$ cat config.mk
export PLATFORM = sky130hd
export DESIGN_NAME = prime_test_and_count
export DESIGN_NICKNAME = d
export VERILOG_FILES = /design/src/design/pct_pkg.sv /design/src/design/prime_test_and_count.sv /design/src/design/pct_rem.sv
export SDC_FILE = /design/constraint.sdc
export NUM_CORES = 1
export LEC_CHECK = 0
export BUFFER_PORTS_ARGS = -buffer_cell sky130_fd_sc_hd__buf_4
export CAP_MARGIN = 20
export CORE_ASPECT_RATIO = 1.25
export CORE_MARGIN = 2
export CORE_UTILIZATION = 25
export CTS_CLUSTER_SIZE = 12
export DETAILED_ROUTE_END_ITERATION = 12
export PLACE_DENSITY_LB_ADDON = 0.15
export SYNTH_ARGS = -nofsm -noshare
export SYNTH_HDL_FRONTEND = slang
export SYNTH_SLANG_ARGS = --single-unit
$ cat constraint.sdc
create_clock -name i_clk -period 4 [get_ports i_clk]
set_input_delay 1 -clock i_clk [delete_from_list [all_inputs] [get_ports i_clk]]
set_output_delay 1 -clock i_clk [all_outputs]
set_load 0.005 [all_outputs]
$ cat src/design/pct_pkg.sv
// Package for the prime test and count block.
// Holds shared widths, defaults and the status type of the remainder unit.
// No dependencies.
package pct_pkg;

    // Default width of the value under test
    localparam int VALUE_WIDTH = 32;

    // Fixed field and bus widths
    localparam int IN_DATA_W  = 32;
    localparam int COUNT_W    = 28;
    localparam int OUT_DATA_W = 32;

    // Status from the remainder unit to the sequencer
    typedef struct packed {
        logic done;      // remainder is final this cycle
        logic zero;      // remainder is zero (divisor divides the value)
    } t_rem_stat;

endpackage

$ cat src/design/prime_test_and_count.sv
// Prime test and count: trial division by a shared bit-serial remainder unit.
// Test mode: the value itself is the only candidate, tried against divisors d while d*d <= n.
// Count mode: every candidate from 2 to n is tested in turn and the primes are counted.
// The remainder unit (one bit per cycle) sets the pace; one request at a time.
// Synchronous active-low reset clears the sequencer and the output valid.
module prime_test_and_count #(
    parameter int VALUE_WIDTH = pct_pkg::VALUE_WIDTH
) (
    input  logic                           i_clk,
    input  logic                           i_rst_n,
    input  logic                           s_axis_tvalid,
    output logic                           s_axis_tready,
    input  logic [pct_pkg::IN_DATA_W-1:0]  s_axis_tdata,  // value
    input  logic                           s_axis_tuser,  // op
    output logic                           m_axis_tvalid,
    input  logic                           m_axis_tready,
    output logic [pct_pkg::OUT_DATA_W-1:0] m_axis_tdata   // is_prime, prime_count, zero pad
);

    localparam int DIV_W = (VALUE_WIDTH + 1) / 2 + 1;
    localparam int SQ_W  = VALUE_WIDTH + 2;
    localparam int CW    = pct_pkg::COUNT_W;

    localparam logic [2:0] ST_IDLE = 3'd0;
    localparam logic [2:0] ST_CAND = 3'd1;
    localparam logic [2:0] ST_CHK  = 3'd2;
    localparam logic [2:0] ST_DIV  = 3'd3;
    localparam logic [2:0] ST_RES  = 3'd4;
    localparam logic [2:0] ST_OUT  = 3'd5;

    logic [2:0]             r_state, n_state;
    logic                   r_op, n_op;
    logic [VALUE_WIDTH-1:0] r_n, n_n;
    logic [VALUE_WIDTH-1:0] r_c, n_c;
    logic [DIV_W-1:0]       r_d, n_d;
    logic [SQ_W-1:0]        r_sq, n_sq;
    logic                   r_cprime, n_cprime;
    logic                   r_fprime, n_fprime;
    logic [CW-1:0]          r_count, n_count;
    logic                   r_ovalid;
    logic                   r_oprime;
    logic [CW-1:0]          r_ocnt;

    logic                   w_start;
    logic                   w_load;
    pct_pkg::t_rem_stat     w_stat;

    // Shared remainder unit
    pct_rem #(
        .VALUE_WIDTH (VALUE_WIDTH),
        .DIV_W       (DIV_W)
    ) u_rem (
        .i_clk      (i_clk),
        .i_rst_n    (i_rst_n),
        .i_start    (w_start),
        .i_dividend (r_c),
        .i_divisor  (r_d),
        .o_stat     (w_stat)
    );

    assign s_axis_tready = (r_state == ST_IDLE);
    assign w_load        = (r_state == ST_OUT) && (!r_ovalid || m_axis_tready);

    // Sequencer: walk candidates and trial divisors
    always_comb begin
        n_state  = r_state;
        n_op     = r_op;
        n_n      = r_n;
        n_c      = r_c;
        n_d      = r_d;
        n_sq     = r_sq;
        n_cprime = r_cprime;
        n_fprime = r_fprime;
        n_count  = r_count;
        w_start  = 1'b0;
        case (r_state)
            ST_IDLE: begin
                if (s_axis_tvalid) begin
                    n_op    = s_axis_tuser;
                    n_n     = s_axis_tdata[VALUE_WIDTH-1:0];
                    n_count = '0;
                    // Count mode starts at two; below two only the value itself is seen
                    if (s_axis_tuser && (s_axis_tdata[VALUE_WIDTH-1:0] > VALUE_WIDTH'(1))) begin
                        n_c = VALUE_WIDTH'(2);
                    end else begin
                        n_c = s_axis_tdata[VALUE_WIDTH-1:0];
                    end
                    n_state = ST_CAND;
                end
            end
            ST_CAND: begin
                n_d  = DIV_W'(2);
                n_sq = SQ_W'(4);
                if (r_c < VALUE_WIDTH'(2)) begin
                    n_cprime = 1'b0;
                    n_state  = ST_RES;
                end else begin
                    n_cprime = 1'b1;
                    n_state  = ST_CHK;
                end
            end
            ST_CHK: begin
                // Stop once the divisor squared passes the candidate
                if (r_sq > {2'b00, r_c}) begin
                    n_state = ST_RES;
                end else begin
                    w_start = 1'b1;
                    n_state = ST_DIV;
                end
            end
            ST_DIV: begin
                if (w_stat.done) begin
                    if (w_stat.zero) begin
                        n_cprime = 1'b0;
                        n_state  = ST_RES;
                    end else begin
                        n_sq    = r_sq + SQ_W'({r_d, 1'b1});
                        n_d     = r_d + 1'b1;
                        n_state = ST_CHK;
                    end
                end
            end
            ST_RES: begin
                if (r_op && r_cprime) begin
                    n_count = r_count + 1'b1;
                end
                if (r_c == r_n) begin
                    n_fprime = r_cprime;
                    n_state  = ST_OUT;
                end else begin
                    n_c     = r_c + 1'b1;
                    n_state = ST_CAND;
                end
            end
            ST_OUT: begin
                if (w_load) begin
                    n_state = ST_IDLE;
                end
            end
            default: begin
                n_state = ST_IDLE;
            end
        endcase
    end

    // Hold sequencer state
    always_ff @(posedge i_clk) begin
        if (!i_rst_n) begin
            r_state <= ST_IDLE;
        end else begin
            r_state <= n_state;
        end
    end

    always_ff @(posedge i_clk) begin
        r_op     <= n_op;
        r_n      <= n_n;
        r_c      <= n_c;
        r_d      <= n_d;
        r_sq     <= n_sq;
        r_cprime <= n_cprime;
        r_fprime <= n_fprime;
        r_count  <= n_count;
    end

    // Output register: load when empty or being drained, drop on take
    always_ff @(posedge i_clk) begin
        if (!i_rst_n) begin
            r_ovalid <= 1'b0;
        end else if (w_load) begin
            r_ovalid <= 1'b1;
        end else if (m_axis_tready) begin
            r_ovalid <= 1'b0;
        end
    end

    always_ff @(posedge i_clk) begin
        if (w_load) begin
            r_oprime <= r_fprime;
            r_ocnt   <= r_count;
        end
    end

    assign m_axis_tvalid = r_ovalid;
    assign m_axis_tdata  = {(pct_pkg::OUT_DATA_W - CW - 1)'(0), r_ocnt, r_oprime};

endmodule

$ cat src/design/pct_rem.sv
// Shared remainder unit: restoring division, one quotient bit per cycle.
// Reports whether the divisor divides the dividend exactly.
// Depends on pct_pkg.
module pct_rem #(
    parameter int VALUE_WIDTH = pct_pkg::VALUE_WIDTH,
    parameter int DIV_W       = (VALUE_WIDTH + 1) / 2 + 1
) (
    input  logic                   i_clk,
    input  logic                   i_rst_n,
    input  logic                   i_start,
    input  logic [VALUE_WIDTH-1:0] i_dividend,
    input  logic [DIV_W-1:0]       i_divisor,
    output pct_pkg::t_rem_stat     o_stat
);

    localparam int CNT_W = $clog2(VALUE_WIDTH + 1);

    logic                   r_busy;
    logic                   r_done;
    logic [CNT_W-1:0]       r_cnt;
    logic [VALUE_WIDTH-1:0] r_num;
    logic [DIV_W-1:0]       r_div;
    logic [DIV_W-1:0]       r_rem;

    logic [DIV_W:0]         w_sh;
    logic                   w_ge;
    logic [DIV_W:0]         w_diff;

    // Shift in the next dividend bit and trial-subtract the divisor
    assign w_sh   = {r_rem, r_num[VALUE_WIDTH-1]};
    assign w_ge   = (w_sh >= {1'b0, r_div});
    assign w_diff = w_sh - {1'b0, r_div};

    // Control: busy for one cycle per dividend bit, then pulse done
    always_ff @(posedge i_clk) begin
        if (!i_rst_n) begin
            r_busy <= 1'b0;
            r_done <= 1'b0;
            r_cnt  <= '0;
        end else begin
            r_done <= 1'b0;
            if (i_start) begin
                r_busy <= 1'b1;
                r_cnt  <= '0;
            end else if (r_busy) begin
                r_cnt <= r_cnt + 1'b1;
                if (r_cnt == CNT_W'(VALUE_WIDTH - 1)) begin
                    r_busy <= 1'b0;
                    r_done <= 1'b1;
                end
            end
        end
    end

    // Datapath: load operands, then advance one bit a cycle
    always_ff @(posedge i_clk) begin
        if (i_start) begin
            r_num <= i_dividend;
            r_div <= i_divisor;
            r_rem <= '0;
        end else if (r_busy) begin
            r_num <= {r_num[VALUE_WIDTH-2:0], 1'b0};
            r_rem <= w_ge ? w_diff[DIV_W-1:0] : w_sh[DIV_W-1:0];
        end
    end

    assign o_stat.done = r_done;
    assign o_stat.zero = (r_rem == '0);

endmodule

==> results of run 1 <==
cell type report:
| type | count | share of cell area, % |
|---|---|---|
| tap | 727 | 5.64 |
| multi-input combinational | 919 | 36.7 |
| sequential | 253 | 45.3 |
| timing repair buffer | 89 | 4.15 |
| clock buffer | 35 | 4.91 |
| inverter | 74 | 1.72 |
| clock inverter | 23 | 1.55 |
flip-flops by register name (all words and copies together), names as in the netlist, 3 cells and up:
| signal | count |
|---|---|
| u_rem.r_num | 32 |
| u_rem.r_div | 17 |
| r_ocnt | 28 |
| u_rem.r_cnt | 6 |
| u_rem.r_rem | 17 |
| r_sq | 34 |
| r_d | 17 |
| r_c | 32 |
| r_state | 3 |
| r_n | 32 |
| r_count | 28 |
critical path: cells and delay by family (launching register included):
kind / cells / cell delay, ns
buf+inv: 3 / 0.79
compound gates: 3 / 0.54
simple gates: 4 / 0.99
flops: 1 / 0.42
fa+ha+maj: 1 / 0.32
worst max path at each step:
stage	from	to	cells after the start
5_1_grt	r_c[27]	u_rem.r_num[31]	11
2_1_floorplan	r_state[1]	r_c[0]	5
6_report	r_c[27]	u_rem.r_num[31]	11
4_1_cts	r_c[28]	u_rem.r_num[31]	11
3_3_place_gp	r_c[27]	u_rem.r_num[31]	11
3_5_place_dp	r_c[28]	u_rem.r_num[31]	11
kinds of logic after synthesis:
| kind of cell | count (synthesis) | synth area share [%] |
|---|---|---|
| flops | 253 | 53.5 |
| mux | 9 | 0.669 |
| fa+ha+maj | 72 | 6.71 |
| buf+inv | 119 | 3.58 |
| xor+xnor | 134 | 8.59 |
| simple gates | 442 | 15.8 |
| compound gates | 259 | 11.1 |
| other cells | 1 | 0.0275 |
metal layers:
metal / vias to the layer above / track usage [%] / share of wire, % / wire length [um]
li1: 4828 / - / - / -
met1: 4636 / 16.5 / 45 / 16100
met2: 118 / 22.7 / 50 / 18300
met3: 46 / 1.49 / 2.7 / 979
met4: 0 / 3.57 / 2.2 / 807
met5: - / 0 / 0 / 0
placed cells by master (no fill, tap or decap), drive strengths merged, types with 6 or more instances in the layout:
cell type    n
nand2      125
and4         6
nand4       34
a31oi        6
o211ai      13
nand3       45
nor2       111
clkinv      16
nor3        25
o21a         8
and3        23
nand2b      11
inv         75
a211oi       7
nor2b       10
a21oi       67
nor4        26
o21ai      119
edfxtp     224
clkbuf      35
or3         10
buf         89
mux2i        8
xor2        51
xnor2       83
a21o         7
ha          70
dfxtp       29
power by group:
group          internal (mW)  leakage, nW  switching [mW]
Combinational           1.29         2.97            1.97
Clock                   1.74        0.516            1.17
Sequential              3.62         2.35           0.599
==> PnR_summary.wiki, run 1 <==
{| class="wikitable"
! Metric !! Value
|-
| Path depth of the worst reg2reg path || 11
|-
| Total routing usage reported by global routing || around 13%
|-
| First-pass GRT wire length || ~57000 um
|-
| Final critical delay including setup and external delays || approximately 3.4 ns
|-
| Number of detailed-routing iterations run before antenna repair || 6
|-
| Overall die width || about 210 um
|-
| Final cycle utilization of the critical path || a little over four fifths
|-
| Data arrival at the endpoint of the critical path || 3.65 ns
|-
| Most prevalent standard cell on the critical path || sky130_fd_sc_hd__buf_4
|-
| Clock latency of the later-clocked register in the worst-skew pair || between 0.5 and 0.6 ns
|-
| Placed Area || 15100 um^2
|-
| RePlAce Congestion || 0.797
|-
| Unrepaired setup endpoints after global routing || no
|-
| Count of placed standard cells in the final layout, fillers left out || 2120
|-
| Setup TNS || 0 ns
|-
| FILL cells || between 5k and 6k
|-
| Pin count of the biggest net entering global routing || 52
|-
| Antenna Cells || 0
|-
| Post-synthesis instance area || around 14000 um^2
|-
| Synth Register Bits || approximately 250
|-
| DR iter-0 viols || just under 500
|-
| Number of enable-type register cells in the synthesized netlist || 224
|-
| Ys flop type || sky130_fd_sc_hd__edfxtp_1
|-
| Antenna violations before repair || 0
|-
| Root buffer cell || sky130_fd_sc_hd__clkbuf_16
|-
| Count of nets left with antenna violations after detail routing || 0
|-
| Cell chain of the critical path || inv_1, ha_1, and4_1, nand4_1, nor4_1, buf_4, o211ai_1, and3_1, o211ai_4, buf_4, o21ai_0
|-
| Worst slew margin relative to its limit || ~34%
|-
| WHS || ~0.42 ns
|-
| Leakage power || 5.83 nW
|-
| Area of the multi-input gates || 5910 um^2
|-
| Post-CTS Hold Fix Bufs || 0
|-
| Register cell area after layout || ~7300 um^2
|-
| Mean post-synth cell area || between 10 and 15 um^2
|-
| Worst-margin pin slew || approximately 0.98 ns
|-
| Via total after detailed routing || between 9k and 10k
|-
| Cell count after placement || roughly 2.1k
|-
| Power density relative to cell area || about 640 nW/um^2
|-
| Synth top area share || between 40 and 50%
|-
| Final number of hold-violating endpoints || 0
|-
| Worst min path class || reg2reg
|-
| Area of the die || 56500 um^2
|-
| Yosys cell types || 64
|-
| Synthesis-to-finish area growth || 18.0%
|-
| Post-synthesis cell count || 1289
|-
| Total power after layout || slightly above 10 mW
|-
| Post-CTS resize count || 0
|-
| Share of the core filled with cells || between 20 and 30%
|-
| List of most frequent post-synthesis cells || sky130_fd_sc_hd__edfxtp_1, sky130_fd_sc_hd__nand2_1, sky130_fd_sc_hd__o21ai_0
|-
| Number of DRC violations after detailed routing || 0
|-
| Reg-to-reg critical path endpoint || u_rem.r_num[31]
|-
| Outcome || finished clean
|-
| Clock edge transition at the registers on the reported setup and hold paths || ~0.060 ns
|-
| Hold Path Depth || 0
|-
| Clock Path Buffers || 3
|-
| Core area || ~54000 um^2
|-
| Startpoint of the lowest-slack register-to-register path || r_c[27]
|-
| Starting density of the core || approximately a quarter
|-
| Die H || 265 um
|-
| Type of origin of the critical path || flop
|-
| Nets || 1477
|-
| Post-Place Worst Slack || a little under 0.6 ns
|-
| Overall overflow remaining after global route || 0
|-
| Most repeated cell in the gate-level netlist after synthesis || sky130_fd_sc_hd__edfxtp_1
|-
| Clock sink total || approximately 250
|-
| Worst stage delay on the critical path || 0.46 ns
|-
| Number of H-tree levels || 1
|-
| Sequential area share after synthesis || 53.5%
|-
| Critical path class || reg2reg
|-
| Required time of the worst setup path || 4.28 ns
|-
| HPWL Detailed || 26200 um
|-
| Post-CTS setup-driven buffer insertion count || 0
|-
| Drt via density || ~4.5
|-
| PnR worst setup slack || a little over 0.6 ns
|-
| Endpoint, Worst Hold || r_oprime
|-
| Cell accounting for the most synthesized area || sky130_fd_sc_hd__edfxtp_1
|-
| Share of synthesized registers carrying an async set or reset || 0%
|-
| Maximum fanout along the worst path || 48
|-
| Wire length per cell || around 17 um
|-
| Number of CTS-inserted buffers || 31
|-
| Source of the worst hold timing path || r_fprime
|-
| Reg2Reg Setup Slack || 0.62 ns
|-
| Cell type of the slowest stage on the worst timing path || sky130_fd_sc_hd__buf_4
|-
| Maximum Capacitance Violations || 0
|-
| Number of primary I/O pins || 71
|-
| Routed wire length || about 36000 um
|-
| Count of final setup violators || 0
|-
| Highest Clock Rate || around 0.30 GHz
|-
| PortBufs || 67
|-
| Worst Setup End Kind || flop
|-
| Via count of the first global-routing pass || 9817
|-
| Area contributors post-synth || sky130_fd_sc_hd__edfxtp_1, sky130_fd_sc_hd__ha_1, sky130_fd_sc_hd__xnor2_1, sky130_fd_sc_hd__dfxtp_1, sky130_fd_sc_hd__o21ai_0
|-
| CTS tree || yes
|-
| VDD IR-drop max || 355 uV
|-
| Worst Skew || around 0.014 ns
|-
| Final design area excluding fillers || roughly 16000 um^2
|-
| Max Slew Vio Count || 0
|-
| Fraction of layout instances using a drive strength above 1 || 11.3%
|-
| Core Rows || 95
|-
| Synth warn || 0
|}
Power figures use the tool's default switching activity.
==> inputs of run 2 (changes only) <==
==> constraint.sdc (replaced) <==
create_clock -name i_clk -period 3 [get_ports i_clk]
set_input_delay 0.75 -clock i_clk [delete_from_list [all_inputs] [get_ports i_clk]]
set_output_delay 0.75 -clock i_clk [all_outputs]
set_load 0.005 [all_outputs]
==> run 2 against run 1 <==
Against the previous run:
- power grew 35%
- sequential share of layout area shrank 1.4 points
- flip-flop and latch count is the same
- cell area grew 3.1%
- global-route usage grew 0.25 points
- clock-buffer cell count grew 7
- setup slack lost 0.48 ns
- critical path type unchanged
- critical endpoint is now u_rem.r_num[26]
- largest cell class unchanged
==> PnR_summary.wiki, run 2 (synthesis gave the netlist of run 1 again) <==
{| class="wikitable"
! Metric !! Value
|-
| Max Slew Vio Count || 0 (unchanged)
|-
| CTS tree || yes
|-
| Root buffer cell || sky130_fd_sc_hd__clkbuf_16
|-
| Pin count of the biggest net entering global routing || 50 (-3.8%)
|-
| Clock edge transition at the registers on the reported setup and hold paths || 0.06 ns (about the same)
|-
| Nets || 1530 (+3.6%)
|-
| Drt via density || 4.53 (-0.16%)
|-
| Cell count after placement || 2111 (+2.4%)
|-
| First-pass GRT wire length || 57900 um (+1.4%)
|-
| Area of the die || 56500 um^2 (unchanged)
|-
| PnR worst setup slack || 0.142 ns (-0.482 ns)
|-
| Post-Place Worst Slack || -0.0939 ns (-0.672 ns)
|-
| Leading cell types in the layout, fill and taps excluded || sky130_fd_sc_hd__edfxtp_1, sky130_fd_sc_hd__buf_4, sky130_fd_sc_hd__nand2_1
|-
| PortBufs || 67 (unchanged)
|-
| Worst slew margin relative to its limit || 57.4% (+23 points)
|-
| Top register by number of flip-flops || r_sq
|-
| Via total after detailed routing || 9848 (+2.3%)
|-
| RePlAce Congestion || 0.786 (-1.3%)
|-
| Overall die width || 213 um (unchanged)
|-
| Antenna Cells || 0 (unchanged)
|-
| Startpoint of the lowest-slack register-to-register path || r_c[26]
|-
| Leakage power || 6.08 nW (+4.3%)
|-
| Clock sink total || 253 (unchanged)
|-
| Worst Skew || 0.0213 ns (+0.00757 ns)
|-
| Total routing usage reported by global routing || 13.1% (+0.25 points)
|-
| Total power after layout || 14.0 mW (+35%)
|-
| Most common cell after layout, fill and taps aside || sky130_fd_sc_hd__edfxtp_1
|-
| DR iter-0 viols || 505 (+3.1%)
|-
| Count of placed standard cells in the final layout, fillers left out || 2172 (+2.5%)
|-
| Highest Clock Rate || 0.350 GHz (+18%)
|-
| Maximum fanout along the worst path || 27 (-44%)
|-
| Fraction of layout instances using a drive strength above 1 || 14.4% (+3.1 points)
|-
| Share of the core filled with cells || 30.9% (+0.93 points)
|-
| Endpoint, Worst Hold || r_n[0]
|-
| VDD IR-drop max || 434 uV (+22%)
|-
| HPWL Detailed || 27200 um (+3.8%)
|-
| Required time of the worst setup path || 3.27 ns (-1.01 ns)
|-
| Number of H-tree levels || 1 (unchanged)
|-
| Hold Path Depth || 1 (+1)
|-
| Number of DRC violations after detailed routing || 0 (unchanged)
|-
| Number of CTS-inserted buffers || 30 (-3.2%)
|-
| Critical path class || reg2reg
|-
| Core Rows || 95 (unchanged)
|-
| Worst min path class || in2reg
|-
| Clock Path Buffers || 3 (unchanged)
|-
| Flip-flop count of the largest register after layout || 34 (unchanged)
|-
| Path depth of the worst reg2reg path || 11 (unchanged)
|-
| Type of origin of the critical path || flop
|-
| FILL cells || 5600 (-0.44%)
|-
| Reg-to-reg critical path endpoint || u_rem.r_num[26]
|-
| Number of detailed-routing iterations run before antenna repair || 4 (-2)
|-
| Antenna violations before repair || 0 (unchanged)
|-
| Routed wire length || 37100 um (+2.7%)
|-
| Synthesis-to-finish area growth || 21.7%
|-
| Data arrival at the endpoint of the critical path || 3.13 ns (-0.52 ns)
|-
| Worst Setup End Kind || flop
|-
| Starting density of the core || 25.4% (unchanged)
|-
| WHS || 0.349 ns (-0.0702 ns)
|-
| Power density relative to cell area || 841 nW/um^2 (+30%)
|-
| Source of the worst hold timing path || s_axis_tdata[0]
|-
| Number of primary I/O pins || 71 (unchanged)
|-
| Maximum Capacitance Violations || 0 (unchanged)
|-
| Wire length per cell || 17.1 um (+0.20%)
|-
| Via count of the first global-routing pass || 10.1k (+2.7%)
|-
| Final number of hold-violating endpoints || 0 (unchanged)
|-
| Die H || 265 um (unchanged)
|-
| Outcome || finished clean
|-
| Worst-margin pin slew || 0.636 ns (-0.347 ns)
|-
| Clock latency of the later-clocked register in the worst-skew pair || 0.59 ns (about the same)
|-
| Final critical delay including setup and external delays || 2.86 ns (-0.518 ns)
|-
| Overall overflow remaining after global route || 0 (unchanged)
|-
| Final cycle utilization of the critical path || 95.3% (+11 points)
|-
| Count of nets left with antenna violations after detail routing || 0 (unchanged)
|-
| Count of final setup violators || 0 (unchanged)
|-
| Reg2Reg Setup Slack || 0.14 ns (-0.48 ns)
|-
| Core area || 53800 um^2 (unchanged)
|}
run 2: changes by cell type in the layout (fill, tap and decap cells not counted), moves of 2 or more:
cell / before / now
sky130_fd_sc_hd__clkbuf_1: 4 / 11
sky130_fd_sc_hd__a21oi_2: 0 / 3
sky130_fd_sc_hd__clkinv_2: 10 / 1
sky130_fd_sc_hd__o21ai_1: 3 / 6
sky130_fd_sc_hd__buf_4: 89 / 133
sky130_fd_sc_hd__clkinv_1: 6 / 9
sky130_fd_sc_hd__a21oi_1: 66 / 63
sky130_fd_sc_hd__o21ai_0: 114 / 111
sky130_fd_sc_hd__bufinv_16: 5 / 3
sky130_fd_sc_hd__buf_12: 0 / 7
run 2: how the worst max path moves through the flow:
stage | from | endpoint | slack (ns) | cells after the start
2_1_floorplan | r_state[1] | r_c[0] | 0.07 | 5
6_report | r_c[26] | u_rem.r_num[26] | 0.14 | 11
3_5_place_dp | r_c[28] | u_rem.r_num[31] | -0.09 | 11
3_3_place_gp | r_c[28] | u_rem.r_num[31] | -0.04 | 11
4_1_cts | r_c[28] | u_rem.r_num[23] | 0.01 | 11
5_1_grt | r_sq[28] | r_state[0] | -0.01 | 12
run 2: final cells by class:
| cell class | instances | area (um^2) | area share (%) |
|---|---|---|---|
| sequential | 253 | 7310 | 44.0 |
| multi-input combinational | 919 | 5950 | 35.8 |
| timing repair buffer | 143 | 1210 | 7.26 |
| tap | 727 | 910 | 5.47 |
| clock buffer | 42 | 806 | 4.85 |
| inverter | 74 | 278 | 1.67 |
| clock inverter | 14 | 159 | 0.956 |
run 2: critical path: stages (launching register included):
cell	delay, ns
sky130_fd_sc_hd__edfxtp_1	0.38
sky130_fd_sc_hd__inv_1	0.16
sky130_fd_sc_hd__ha_1	0.27
sky130_fd_sc_hd__a211o_1	0.29
sky130_fd_sc_hd__a21oi_1	0.15
sky130_fd_sc_hd__a21oi_1	0.10
sky130_fd_sc_hd__a211oi_1	0.31
sky130_fd_sc_hd__and3_1	0.29
sky130_fd_sc_hd__o211ai_4	0.12
sky130_fd_sc_hd__buf_4	0.17
sky130_fd_sc_hd__nand2b_2	0.10
sky130_fd_sc_hd__buf_12	0.19
run 2: per-stage QoR:
stage          instance area, um^2  TNS (ns)
2_1_floorplan                13700         0
3_3_place_gp                 15500   -0.0351
3_5_place_dp                 15500    -0.759
4_1_cts                      16500         0
5_1_grt                      16600   -0.0205
6_report                     16600         0
run 2: timing repair:
item,4_1_cts,5_1_grt
hold endpoints to repair,0,0
hold buffers,0,0
buffers inserted,0,4
gates cloned,0,1
gates resized for setup,2,10
endpoints found under the setup margin,26,68
pin swaps,0,3
run 2: report_power, final:
part | total (mW) | switching [mW] | internal (mW)
sequential | 5.55 | 0.734 | 4.81
clock | 3.64 | 1.51 | 2.13
combinational | 4.79 | 2.79 | 2.00
run 2: metal layers:
layer / vias to the layer above / wire (um) / track usage [%]
li1: 4946 / - / -
met5: - / 0 / 0
met3: 42 / 958 / 1.52
met2: 111 / 18800 / 23.3
met4: 0 / 661 / 3.16
met1: 4749 / 16700 / 16.8
